**config.mk**
```make
export PLATFORM = sky130hd
export DESIGN_NAME = utf8_encoder_ucs4_unit_flat
export DESIGN_NICKNAME = d
export VERILOG_FILES = /design/src/rtl/core/u8e_pkg.sv /design/src/rtl/core/u8e_if.sv /design/src/rtl/core/utf8_encoder_ucs4_unit.sv /design/src/flat_wrapper.sv
export SDC_FILE = /design/constraint.sdc
export NUM_CORES = 1
export LEC_CHECK = 0
export ABC_AREA = 1
export BUFFER_PORTS_ARGS = -buffer_cell sky130_fd_sc_hd__buf_2
export CORE_MARGIN = 2
export CORE_UTILIZATION = 45
export DETAILED_ROUTE_END_ITERATION = 8
export HOLD_SLACK_MARGIN = 0.05
export PLACE_DENSITY = 0.68
export SYNTH_ARGS = -nofsm -noshare
export SYNTH_HDL_FRONTEND = slang
export SYNTH_SLANG_ARGS = --single-unit
```
**constraint.sdc**
```tcl
create_clock -name i_clk -period 6.2 [get_ports i_clk]
set_input_delay 0.31 -clock i_clk [delete_from_list [all_inputs] [get_ports i_clk]]
set_output_delay 0.31 -clock i_clk [all_outputs]
set_load 0.05 [all_outputs]
```
**src/rtl/core/u8e_pkg.sv**
```systemverilog
// Shared types and constants for the UTF-8 (six-byte form) encoder.
package u8e_pkg;

    localparam int CP_W       = 32;
    localparam int CAP_W      = 24;
    localparam int TOTAL_W    = 24;
    localparam int BYTE_W     = 8;
    localparam int MAX_RES    = 7;
    localparam int MAX_BYTES  = 6;
    localparam int RES_CNT_W  = 3;
    localparam int NBYTE_W    = 3;
    localparam int CFG_IDX_W  = 1;
    localparam int CFG_DATA_W = 24;
    localparam int COUNT_BITS_DEF = 24;

    localparam logic [CAP_W-1:0] CAP_RESET = 24'd256;

    localparam logic [CFG_IDX_W-1:0] REG_OUT_CAPACITY = 1'd0;
    localparam logic [CFG_IDX_W-1:0] REG_COUNT_ONLY   = 1'd1;

    localparam logic [BYTE_W-1:0] LEAD_2 = 8'hc0;
    localparam logic [BYTE_W-1:0] LEAD_3 = 8'he0;
    localparam logic [BYTE_W-1:0] LEAD_4 = 8'hf0;
    localparam logic [BYTE_W-1:0] LEAD_5 = 8'hf8;
    localparam logic [BYTE_W-1:0] LEAD_6 = 8'hfc;
    localparam logic [BYTE_W-1:0] CONT   = 8'h80;
    localparam logic [BYTE_W-1:0] NUL    = 8'h00;

    typedef enum logic [1:0] {
        ST_OK       = 2'd0,
        ST_INVALID  = 2'd1,
        ST_OVERFLOW = 2'd2
    } t_status;

    typedef struct packed {
        logic [BYTE_W-1:0]  out_byte;
        logic               byte_valid;
        logic               last;
        t_status            status;
        logic               string_done;
        logic [TOTAL_W-1:0] byte_total;
    } t_res;

endpackage

```
**src/rtl/core/u8e_if.sv**
```systemverilog
// Handshake channel interfaces for code points, encoded bytes and register writes.
interface u8e_in_if;
    logic                          valid;
    logic                          ready;
    logic [u8e_pkg::CP_W-1:0]      code_point;
    logic                          final_word;

    modport source (output valid, output code_point, output final_word, input ready);
    modport sink   (input valid, input code_point, input final_word, output ready);
endinterface

interface u8e_out_if;
    logic                          valid;
    logic                          ready;
    logic [u8e_pkg::BYTE_W-1:0]    out_byte;
    logic                          byte_valid;
    logic                          last;
    logic [1:0]                    status;
    logic                          string_done;
    logic [u8e_pkg::TOTAL_W-1:0]   byte_total;

    modport source (output valid, output out_byte, output byte_valid, output last,
                    output status, output string_done, output byte_total, input ready);
    modport sink   (input valid, input out_byte, input byte_valid, input last,
                    input status, input string_done, input byte_total, output ready);
endinterface

interface u8e_cfg_if;
    logic                              valid;
    logic                              ready;
    logic [u8e_pkg::CFG_IDX_W-1:0]     index;
    logic [u8e_pkg::CFG_DATA_W-1:0]    data;

    modport source (output valid, output index, output data, input ready);
    modport sink   (input valid, input index, input data, output ready);
endinterface

```
**src/rtl/core/utf8_encoder_ucs4_unit.sv**
```systemverilog
// Top level of the UTF-8 encoder: code point in, serialized bytes and string status out.
//
// One code point is taken per transfer and encoded in the cycle it is accepted into a
// result buffer of up to seven results (six bytes plus the terminating NUL); the buffer
// then drains one result per output transfer. A code point that yields one result (a
// single byte, a count-only word, an error or a bare terminator) therefore moves at one
// per cycle while the output is not stalled; one that yields k results holds the input
// until its last result transfers, since the next code point is taken in the cycle the
// last result of the previous one transfers. The first output result is presented in
// the cycle after the input transfer. Items dropped after an error produce no result.
// Register writes are always accepted and must be made while no results are pending.
module utf8_encoder_ucs4_unit #(
    parameter int COUNT_BITS = u8e_pkg::COUNT_BITS_DEF
) (
    input  logic        i_clk,
    input  logic        i_rst_n,
    u8e_in_if.sink      i_in,
    u8e_cfg_if.sink     i_cfg,
    u8e_out_if.source   o_out
);

    localparam int SUM_W = COUNT_BITS + 1;
    localparam int CMP_W = (SUM_W > u8e_pkg::CAP_W + 1) ? SUM_W : u8e_pkg::CAP_W + 1;

    logic [u8e_pkg::CAP_W-1:0]         r_capacity;
    logic                              r_count_only;
    logic [COUNT_BITS-1:0]             r_used;
    logic                              r_aborted;
    logic [u8e_pkg::RES_CNT_W-1:0]     r_cnt;
    u8e_pkg::t_res                     r_res [u8e_pkg::MAX_RES];

    logic [COUNT_BITS-1:0]             n_used;
    logic                              n_aborted;
    logic [u8e_pkg::RES_CNT_W-1:0]     n_cnt;
    u8e_pkg::t_res                     n_res [u8e_pkg::MAX_RES];

    logic                              in_fire;
    logic                              out_fire;
    logic [u8e_pkg::CP_W-1:0]          cp;
    logic                              ends;
    logic                              cp_zero;
    logic [u8e_pkg::NBYTE_W-1:0]       nbytes;
    logic [u8e_pkg::CAP_W-1:0]         allowed;
    logic [SUM_W-1:0]                  sum;
    logic [COUNT_BITS-1:0]             sum_sat;
    logic                              over;
    logic [u8e_pkg::TOTAL_W-1:0]       tot_old;
    logic [u8e_pkg::TOTAL_W-1:0]       tot_new;
    logic [u8e_pkg::BYTE_W-1:0]        lead;
    logic [u8e_pkg::BYTE_W-1:0]        cont [5];
    logic [u8e_pkg::BYTE_W-1:0]        enc [u8e_pkg::MAX_BYTES];
    logic [u8e_pkg::NBYTE_W-1:0]       cont_idx [u8e_pkg::MAX_BYTES];

    assign cp       = i_in.code_point;
    assign cp_zero  = (cp == '0);
    assign ends     = i_in.final_word || cp_zero;
    assign in_fire  = i_in.valid && i_in.ready;
    assign out_fire = o_out.valid && o_out.ready;

    assign i_in.ready  = (r_cnt == '0) || ((r_cnt == u8e_pkg::RES_CNT_W'(1)) && o_out.ready);
    assign i_cfg.ready = 1'b1;

    // encoded length
    always_comb begin
        if (cp[30:26] != '0) begin
            nbytes = 3'd6;
        end else if (cp[25:21] != '0) begin
            nbytes = 3'd5;
        end else if (cp[20:16] != '0) begin
            nbytes = 3'd4;
        end else if (cp[15:11] != '0) begin
            nbytes = 3'd3;
        end else if (cp[10:7] != '0) begin
            nbytes = 3'd2;
        end else begin
            nbytes = 3'd1;
        end
    end

    assign allowed = (r_capacity == '0) ? '0 : r_capacity - u8e_pkg::CAP_W'(1);
    assign sum     = {1'b0, r_used} + SUM_W'(nbytes);
    assign sum_sat = sum[COUNT_BITS] ? '1 : sum[COUNT_BITS-1:0];
    assign over    = !r_count_only && (CMP_W'(sum) > CMP_W'(allowed));

    // cap the count into the 24-bit total field
    generate
        if (COUNT_BITS > u8e_pkg::TOTAL_W) begin : g_cap
            assign tot_old = (r_used[COUNT_BITS-1:u8e_pkg::TOTAL_W] != '0) ? '1
                                                : r_used[u8e_pkg::TOTAL_W-1:0];
            assign tot_new = (sum_sat[COUNT_BITS-1:u8e_pkg::TOTAL_W] != '0) ? '1
                                                : sum_sat[u8e_pkg::TOTAL_W-1:0];
        end else begin : g_ext
            assign tot_old = u8e_pkg::TOTAL_W'(r_used);
            assign tot_new = u8e_pkg::TOTAL_W'(sum_sat);
        end
    endgenerate

    // lead and continuation bytes
    always_comb begin
        case (nbytes)
            3'd2:    lead = u8e_pkg::LEAD_2 | {3'b000, cp[10:6]};
            3'd3:    lead = u8e_pkg::LEAD_3 | {4'b0000, cp[15:12]};
            3'd4:    lead = u8e_pkg::LEAD_4 | {5'b00000, cp[20:18]};
            3'd5:    lead = u8e_pkg::LEAD_5 | {6'b000000, cp[25:24]};
            3'd6:    lead = u8e_pkg::LEAD_6 | {7'b0000000, cp[30]};
            default: lead = cp[7:0];
        endcase
    end

    always_comb begin
        for (int k = 0; k < 5; k++) begin
            cont[k] = u8e_pkg::CONT | {2'b00, cp[6*k +: 6]};
        end
        for (int i = 0; i < u8e_pkg::MAX_BYTES; i++) begin
            cont_idx[i] = nbytes - u8e_pkg::NBYTE_W'(1) - u8e_pkg::NBYTE_W'(i);
            if (i == 0) begin
                enc[i] = lead;
            end else if (u8e_pkg::NBYTE_W'(i) < nbytes && cont_idx[i] < 3'd5) begin
                enc[i] = cont[cont_idx[i]];
            end else begin
                enc[i] = u8e_pkg::NUL;
            end
        end
    end

    // build the result set of one code point
    always_comb begin
        for (int j = 0; j < u8e_pkg::MAX_RES; j++) begin
            n_res[j] = '{out_byte: u8e_pkg::NUL, byte_valid: 1'b0, last: 1'b0,
                         status: u8e_pkg::ST_OK, string_done: 1'b0, byte_total: '0};
        end
        n_cnt     = '0;
        n_used    = r_used;
        n_aborted = r_aborted;
        if (r_aborted) begin
            if (ends) begin
                n_aborted = 1'b0;
                n_used    = '0;
            end
        end else if (cp[31]) begin
            n_res[0] = '{out_byte: u8e_pkg::NUL, byte_valid: 1'b0, last: 1'b1,
                         status: u8e_pkg::ST_INVALID, string_done: 1'b1, byte_total: tot_old};
            n_cnt     = u8e_pkg::RES_CNT_W'(1);
            n_used    = '0;
            n_aborted = !ends;
        end else if (cp_zero) begin
            n_res[0] = '{out_byte: u8e_pkg::NUL, byte_valid: !r_count_only, last: 1'b1,
                         status: u8e_pkg::ST_OK, string_done: 1'b1, byte_total: tot_old};
            n_cnt  = u8e_pkg::RES_CNT_W'(1);
            n_used = '0;
        end else if (over) begin
            n_res[0] = '{out_byte: u8e_pkg::NUL, byte_valid: 1'b1, last: 1'b1,
                         status: u8e_pkg::ST_OVERFLOW, string_done: 1'b1, byte_total: tot_old};
            n_cnt     = u8e_pkg::RES_CNT_W'(1);
            n_used    = '0;
            n_aborted = !ends;
        end else if (r_count_only) begin
            n_res[0] = '{out_byte: u8e_pkg::NUL, byte_valid: 1'b0, last: 1'b1,
                         status: u8e_pkg::ST_OK, string_done: ends, byte_total: tot_new};
            n_cnt  = u8e_pkg::RES_CNT_W'(1);
            n_used = ends ? '0 : sum_sat;
        end else begin
            for (int j = 0; j < u8e_pkg::MAX_RES; j++) begin
                if (j < u8e_pkg::MAX_BYTES && u8e_pkg::NBYTE_W'(j) < nbytes) begin
                    n_res[j] = '{out_byte: enc[j], byte_valid: 1'b1,
                                 last: !ends && (u8e_pkg::NBYTE_W'(j + 1) == nbytes),
                                 status: u8e_pkg::ST_OK, string_done: 1'b0,
                                 byte_total: tot_new};
                end else if (ends && u8e_pkg::NBYTE_W'(j) == nbytes) begin
                    n_res[j] = '{out_byte: u8e_pkg::NUL, byte_valid: 1'b1, last: 1'b1,
                                 status: u8e_pkg::ST_OK, string_done: 1'b1,
                                 byte_total: tot_new};
                end
            end
            n_cnt  = ends ? nbytes + u8e_pkg::RES_CNT_W'(1) : nbytes;
            n_used = ends ? '0 : sum_sat;
        end
    end

    always_ff @(posedge i_clk) begin
        if (!i_rst_n) begin
            r_capacity   <= u8e_pkg::CAP_RESET;
            r_count_only <= 1'b0;
        end else if (i_cfg.valid && i_cfg.ready) begin
            case (i_cfg.index)
                u8e_pkg::REG_OUT_CAPACITY: r_capacity   <= i_cfg.data[u8e_pkg::CAP_W-1:0];
                u8e_pkg::REG_COUNT_ONLY:   r_count_only <= i_cfg.data[0];
                default: begin
                end
            endcase
        end
    end

    always_ff @(posedge i_clk) begin
        if (!i_rst_n) begin
            r_used    <= '0;
            r_aborted <= 1'b0;
            r_cnt     <= '0;
        end else if (in_fire) begin
            r_used    <= n_used;
            r_aborted <= n_aborted;
            r_cnt     <= n_cnt;
        end else if (out_fire) begin
            r_cnt <= r_cnt - u8e_pkg::RES_CNT_W'(1);
        end
    end

    // load on accept, advance one result per output transfer
    always_ff @(posedge i_clk) begin
        if (in_fire) begin
            r_res <= n_res;
        end else if (out_fire) begin
            for (int j = 0; j < u8e_pkg::MAX_RES - 1; j++) begin
                r_res[j] <= r_res[j + 1];
            end
        end
    end

    assign o_out.valid       = (r_cnt != '0);
    assign o_out.out_byte    = r_res[0].out_byte;
    assign o_out.byte_valid  = r_res[0].byte_valid;
    assign o_out.last        = r_res[0].last;
    assign o_out.status      = r_res[0].status;
    assign o_out.string_done = r_res[0].string_done;
    assign o_out.byte_total  = r_res[0].byte_total;

endmodule
```
**src/flat_wrapper.sv**
```systemverilog
// flat-port wrapper written by rule: the top's interface ports become plain ports
module utf8_encoder_ucs4_unit_flat 
#(
    parameter int COUNT_BITS = u8e_pkg::COUNT_BITS_DEF
)
  (i_clk, i_rst_n, i_in_valid, i_in_code_point, i_in_final_word, i_in_ready, i_cfg_valid, i_cfg_index, i_cfg_data, i_cfg_ready, o_out_valid, o_out_out_byte, o_out_byte_valid, o_out_last, o_out_status, o_out_string_done, o_out_byte_total, o_out_ready);
  u8e_in_if i_in_i ();
  u8e_cfg_if i_cfg_i ();
  u8e_out_if o_out_i ();
  input  logic i_clk;
  input  logic i_rst_n;
  input wire logic [$bits(i_in_i.valid)-1:0] i_in_valid;
  input wire logic [$bits(i_in_i.code_point)-1:0] i_in_code_point;
  input wire logic [$bits(i_in_i.final_word)-1:0] i_in_final_word;
  output wire logic [$bits(i_in_i.ready)-1:0] i_in_ready;
  input wire logic [$bits(i_cfg_i.valid)-1:0] i_cfg_valid;
  input wire logic [$bits(i_cfg_i.index)-1:0] i_cfg_index;
  input wire logic [$bits(i_cfg_i.data)-1:0] i_cfg_data;
  output wire logic [$bits(i_cfg_i.ready)-1:0] i_cfg_ready;
  output wire logic [$bits(o_out_i.valid)-1:0] o_out_valid;
  output wire logic [$bits(o_out_i.out_byte)-1:0] o_out_out_byte;
  output wire logic [$bits(o_out_i.byte_valid)-1:0] o_out_byte_valid;
  output wire logic [$bits(o_out_i.last)-1:0] o_out_last;
  output wire logic [$bits(o_out_i.status)-1:0] o_out_status;
  output wire logic [$bits(o_out_i.string_done)-1:0] o_out_string_done;
  output wire logic [$bits(o_out_i.byte_total)-1:0] o_out_byte_total;
  input wire logic [$bits(o_out_i.ready)-1:0] o_out_ready;
  assign i_in_i.valid = i_in_valid;
  assign i_in_i.code_point = i_in_code_point;
  assign i_in_i.final_word = i_in_final_word;
  assign i_in_ready = i_in_i.ready;
  assign i_cfg_i.valid = i_cfg_valid;
  assign i_cfg_i.index = i_cfg_index;
  assign i_cfg_i.data = i_cfg_data;
  assign i_cfg_ready = i_cfg_i.ready;
  assign o_out_valid = o_out_i.valid;
  assign o_out_out_byte = o_out_i.out_byte;
  assign o_out_byte_valid = o_out_i.byte_valid;
  assign o_out_last = o_out_i.last;
  assign o_out_status = o_out_i.status;
  assign o_out_string_done = o_out_i.string_done;
  assign o_out_byte_total = o_out_i.byte_total;
  assign o_out_i.ready = o_out_ready;
  utf8_encoder_ucs4_unit #(.COUNT_BITS(COUNT_BITS)) u_core (.i_clk(i_clk), .i_rst_n(i_rst_n), .i_in(i_in_i), .i_cfg(i_cfg_i), .o_out(o_out_i));
endmodule
```
; ---- Word-level counts from Yosys, hierarchy flattened
; Index checks and enable logic that the tools add are counted.
[word_totals]
output_inout_bits = 40
ff_bits = 312
word_cells = 207
in_bits = 63
[op_classes]
eq_ne = 13
n_mux = 71
reduce_logical = 42
addsub = 10
bitwise_logic = 7
n_lt_le_gt_ge = 17
[op_table]
columns = operator, n
row1 = $mux 222, 6
row2 = $mux 37, 10
row3 = $mux 259, 1
row4 = $mux 29, 7
row5 = $mux 24, 8
row6 = $bmux 8 s3, 5
row7 = $mux 8, 15
row8 = $pmux 8 s5, 1
row9 = $mux 3, 11
row10 = $logic_not 32->1, 1
row11 = $add 24x3->25, 1
row12 = $gt 25x24->1, 1
row13 = $logic_not 24->1, 1
row14 = $sub 24x1->24 const B, 1
row15 = $logic_and 1x1->1, 22
row16 = $ge 4x4->1 const B, 5
row17 = $not 3->4, 5
row18 = $reduce_bool 5->1, 4
row19 = $lt 3x3->1 const B, 5
row20 = $eq 3x3->1 const A, 3
row21 = $eq 3x3->1 const B, 3
row22 = $sub 3x1->3 const B, 3
row23 = $eq 2x3->1 const A, 2
row24 = $eq 3x2->1 const B, 2
row25 = other kinds (21), 37

; ---- Depth between registers and ports, before layout
[depth]
word_depth = 20
ltp_mapped = 34
mapped_depth_nobuf = 33

; ---- Worst setup path after synthesis
; OpenSTA, ideal clock, no wires.
[synth_path]
path_kind = register to register
from = register u_core.r_cnt[0] in the netlist's numbering
to = register u_core.r_cnt[0] in the netlist's numbering
path_stages_with_launch = 8
required_time_ns = 6.112
period_less_slack_ns = 5.749
arrival_ns = 5.661
slack_ns = 0.451
setup_ns = 0.088
path_buffers = 0
cell_sequence = dfxtp_1 -> inv_1 -> ha_1 -> nand2_2 -> o21ai_0 -> inv_1 -> o21ai_0 -> a21oi_1
[synth_between]
elab_cells_between_ends = 11
classes_between = add/sub (1) / eq/ne (1) / mux (2) / reduce/logical (7)
[synth_rtl]
columns = element, line
row1 = "start, declared", utf8_encoder_ucs4_unit.sv:29  ; logic [u8e_pkg::RES_CNT_W-1:0] r_cnt;
row2 = "start signal, assigned", utf8_encoder_ucs4_unit.sv:202  ; r_cnt <= n_cnt;
row3 = "start signal, assigned", utf8_encoder_ucs4_unit.sv:204  ; r_cnt <= r_cnt - u8e_pkg::RES_CNT_W'(1);
row4 = $reduce_bool 3->1, utf8_encoder_ucs4_unit.sv:219  ; assign o_out.valid = (r_cnt != '0);
row5 = net o_out_valid, flat_wrapper.sv:20  ; output wire logic [$bits(o_out_i.valid)-1:0] o_out_valid;
row6 = $logic_and 1x1->1, utf8_encoder_ucs4_unit.sv:58  ; assign out_fire = o_out.valid && o_out.ready;
row7 = $reduce_bool 2->1 (no line), -
; The timed path passes the listed nets, and every way through them passes these cells. The select of a mux whose other input is x is not followed.
; A chain may end at the register's enable or synchronous reset.

; ---- Final worst setup path
[layout_path]
from = input port i_in_code_point[12]
to = register u_core.r_res, in the netlist u_core.o_out.byte_total[14], data pin
[layout_between]
elab_chain_cells = 15
elab_cells_between_ends = 22
classes_between = add/sub (1) / order compare (2) / mux (13) / reduce/logical (6)
[layout_rtl]
columns = element, line
row1 = "start, declared", flat_wrapper.sv:13  ; input wire logic [$bits(i_in_i.code_point)-1:0] i_in_code_point;
row2 = "parallel branches: the longest is 11 deep, another holds $add 24x3->25", -
row3 = $mux 37 (*), utf8_encoder_ucs4_unit.sv:146  ; end else if (cp_zero) begin
row4 = $mux 37 (*), utf8_encoder_ucs4_unit.sv:140  ; end else if (cp[31]) begin
row5 = $mux 259 (*), utf8_encoder_ucs4_unit.sv:135  ; if (r_aborted) begin
row6 = $mux 222 (*), utf8_encoder_ucs4_unit.sv:210  ; if (in_fire) begin
row7 = "end signal, assigned", utf8_encoder_ucs4_unit.sv:211  ; r_res <= n_res;
row8 = "end signal, assigned by index", utf8_encoder_ucs4_unit.sv:214  ; r_res[j] <= r_res[j + 1];
row9 = "end, declared", utf8_encoder_ucs4_unit.sv:30  ; u8e_pkg::t_res r_res [u8e_pkg::MAX_RES];
; Mark *: on every way between the ends.

==> run summary <==
Cell Pwr Density = 430 nW/µm²
Final min period = 5.15 ns
Worst path most repeated cell = nand2_1
DR WL/cell = 18.9 µm
DR iter-0 viols = 1359
Ant. Diodes = 0
Worst Hold Depth = 3
WP buf/inv = 5
cell family with the largest share of critical-path delay = simple AND/OR/NAND/NOR gates
reg2reg end = u_core.o_out.string_done
worst hold path class = primary input to flop
CTS clk-pin slew, worst paths = 0.06 ns
TritonCTS Buffers = 31
area of the core = 36300 µm²
die width = 195 µm
Worst Skew = 0.0194 ns
Worst Slack Setup Final = 1.05 ns
Tcrit/Tclk final = 83.1%
setup total negative slack = 0 ns
worst-path fanout max = 24
syn nets = 2119
Synth area leaders = edfxtp_1, nand2_1, dfxtp_1
synth cell count leaders = nand2_1, edfxtp_1, nor2_1, inv_1, o21ai_0
Netlist cell types = 52
worst min-delay path endpoint = u_core.r_capacity[18]
fmax = 194 MHz
post-DR vias/cell = 5.47
Leak Pwr = 7.86 nW
area leader, netlist = edfxtp_1
area grow syn2layout = 11.4%
maximum VDD drop = 0.000231 V
status = finished clean
Detailed Routing Iterations Pass 1 = 6
final hold violations = 0
Synth Area per Inst = 8.20 µm²
crit end category = flop
initial antenna violation count = 0
Crit-path slowest cell = fa_1
predominant post-synthesis flop cell = edfxtp_1
CP Depth = 30
EDFF count, synth = 236
Post-CTS Setup Inserts = 0
Placer Congestion = 0.939
worst hold start = i_cfg_data[18]
DIE AREA = 38200 µm²
Layout Nets = 2173
unrepaired setup endpoints after global routing = false
fin. max-slew vios = 0
CTS tree = yes
Crit Path Class = primary input to flop
r2r worst-path depth = 22
first-pass GRT wire length = 75800 µm
hpwl dp = 33500 µm
yosys warns = 0
number of cell rows = 70
vias in the first global route = 13100
Post-Place Setup Slack = 0.585 ns
Resized Gates After CTS = 0
Final Power = 7.89 mW
H-tree levels = 1
sequential fraction of the synthesis area = 49.4%
overflow left after global routing = 0
largest net degree at the start of global routing = 103
mapped cell area = 16500 µm²
total number of vias = 14000
number of remaining DRC errors = 0
Final Setup Violations = 0
worst skew pair latency = 0.59 ns
Arr. time, crit path = 5.48 ns
layout cells sized above 1 = 12.5%
MaxCap Viol Count = 0
Clock Tree Root = clkbuf_16
GRT Total Usage = 25.4%
Fill cells = 3469
Starting Density = 45.4%
r2r startpoint = u_core.r_capacity[0]
worst path required time = 6.52 ns
maximum root-to-sink buffer count = 3
most frequent cell after synthesis = nand2_1
Worst slew margin = 23.7%
startpoint types = primary input
worst-margin pin slew = 1.14 ns
Synth top area share = 43.0%
Sink Count = 289
post-layout util = 50.5%
DIE HEIGHT = 195 µm
crit-path max cell delay = 0.48 ns
port bufs = 101
Synth Register Bits = 289
IO Pins = 103
Antenna Violating Nets Remaining = 0
reg2reg setup slack = 1.25 ns
Syn Inst Count = 2012
Total Wirelength = 48500 µm
FFs w/ async S/R, synth = 0%
-- tightest hold or removal path, delay by kind of cell --
| kind | cells | cell delay [ns] |
|---|---|---|
| buffers and inverters | 1 | 0.07 |
| AO/OA/AOI/OAI | 2 | 0.22 |
-- metrics by stage --
| step | hold slack, ns | area, µm² | std cells |
|---|---|---|---|
| 5_1_grt | 0.0707 | 18400 | 2559 |
| 6_report | 0.0644 | 18400 | 2559 |
| 2_1_floorplan | 0.436 | 16500 | 2012 |
| 3_5_place_dp | 0.483 | 17100 | 2476 |
| 3_3_place_gp | 0.480 | 17100 | 2476 |
| 4_1_cts | 0.0550 | 18400 | 2559 |
-- routing by layer --
layer / up-vias / routed length, µm / track usage (%)
met5: - / 0 / 0
met4: 0 / 809 / 6.02
met3: 55 / 3450 / 3.59
met2: 523 / 21900 / 40.3
met1: 6663 / 22300 / 36.8
li1: 6766 / - / -
-- kinds of logic (layout without fill, tap and decap cells) --
group,after synthesis,in the layout,synth area share (%)
xor+xnor,20,20,1.06
compound gates,298,298,10.1
other cells,2,2,0.0455
simple gates,1059,1059,27.7
flops,289,289,49.4
buf+inv,300,379,8.26
fa+ha+maj,44,44,3.38
-- report_power, final --
part	leakage, nW	internal [mW]	total, mW	switching (mW)
combinational	4.53	0.597	2.44	1.84
clock	0.501	1.14	1.91	0.768
sequential	2.83	3.31	3.54	0.232
total	7.86	5.05	7.89	2.84
-- state kept, by name (all words and copies together) (netlist names), 2 cells and up --
signal                   flops
u_core.o_out.byte_total     24
u_core.r_res               199
u_core.r_capacity           24
u_core.o_out.status          2
u_core.r_cnt                 3
u_core.r_used               24
u_core.o_out.out_byte        8
-- placed cells by master (no fill, tap or decap), types with 9 or more instances in the layout --
cell type / n
xor2_1: 15
nand4_1: 46
nand2_1: 648
o21ai_2: 20
nand3_1: 109
nand2_2: 11
dfxtp_1: 53
buf_4: 15
a21oi_1: 52
inv_1: 162
nor2_1: 164
inv_2: 12
ha_1: 43
edfxtp_1: 236
clkbuf_1: 14
clkbuf_16: 31
o211ai_1: 10
nor3_1: 16
buf_2: 101
nor2_2: 26
o21ai_1: 47
dlygate4sd3_1: 25
o21ai_0: 146
nor2_4: 9
-- how the worst max path moves through the flow --
stage	from	to	slack [ns]
2_1_floorplan	u_core.r_cnt[0]	u_core.r_cnt[0]	0.45
5_1_grt	i_in_code_point[12]	u_core.o_out.byte_total[14]	0.61
4_1_cts	i_in_code_point[12]	u_core.o_out.byte_total[14]	1.19
3_5_place_dp	i_in_code_point[12]	u_core.o_out.byte_total[14]	0.58
3_3_place_gp	i_in_code_point[12]	u_core.o_out.byte_total[9]	0.76
6_report	i_in_code_point[12]	u_core.o_out.byte_total[14]	1.05
-- repair_timing --
| action | in CTS | in global routing |
|---|---|---|
| hold buffers | 25 | 0 |
| endpoints found under the setup margin | 0 | 0 |
| endpoints found under the hold margin | 23 | 0 |
-- cell type report --
type	count	area, µm²	share of cell area (%)
Sequential cell	289	8150	44.4
Clock buffer	49	883	4.81
Multi-Input combinational cell	1423	7010	38.1
Inverter	178	676	3.68
Timing Repair Buffer	143	908	4.95
Clock inverter	9	160	0.872
Tap cell	468	586	3.19
No activity file was read; power rests on OpenSTA's default activity.
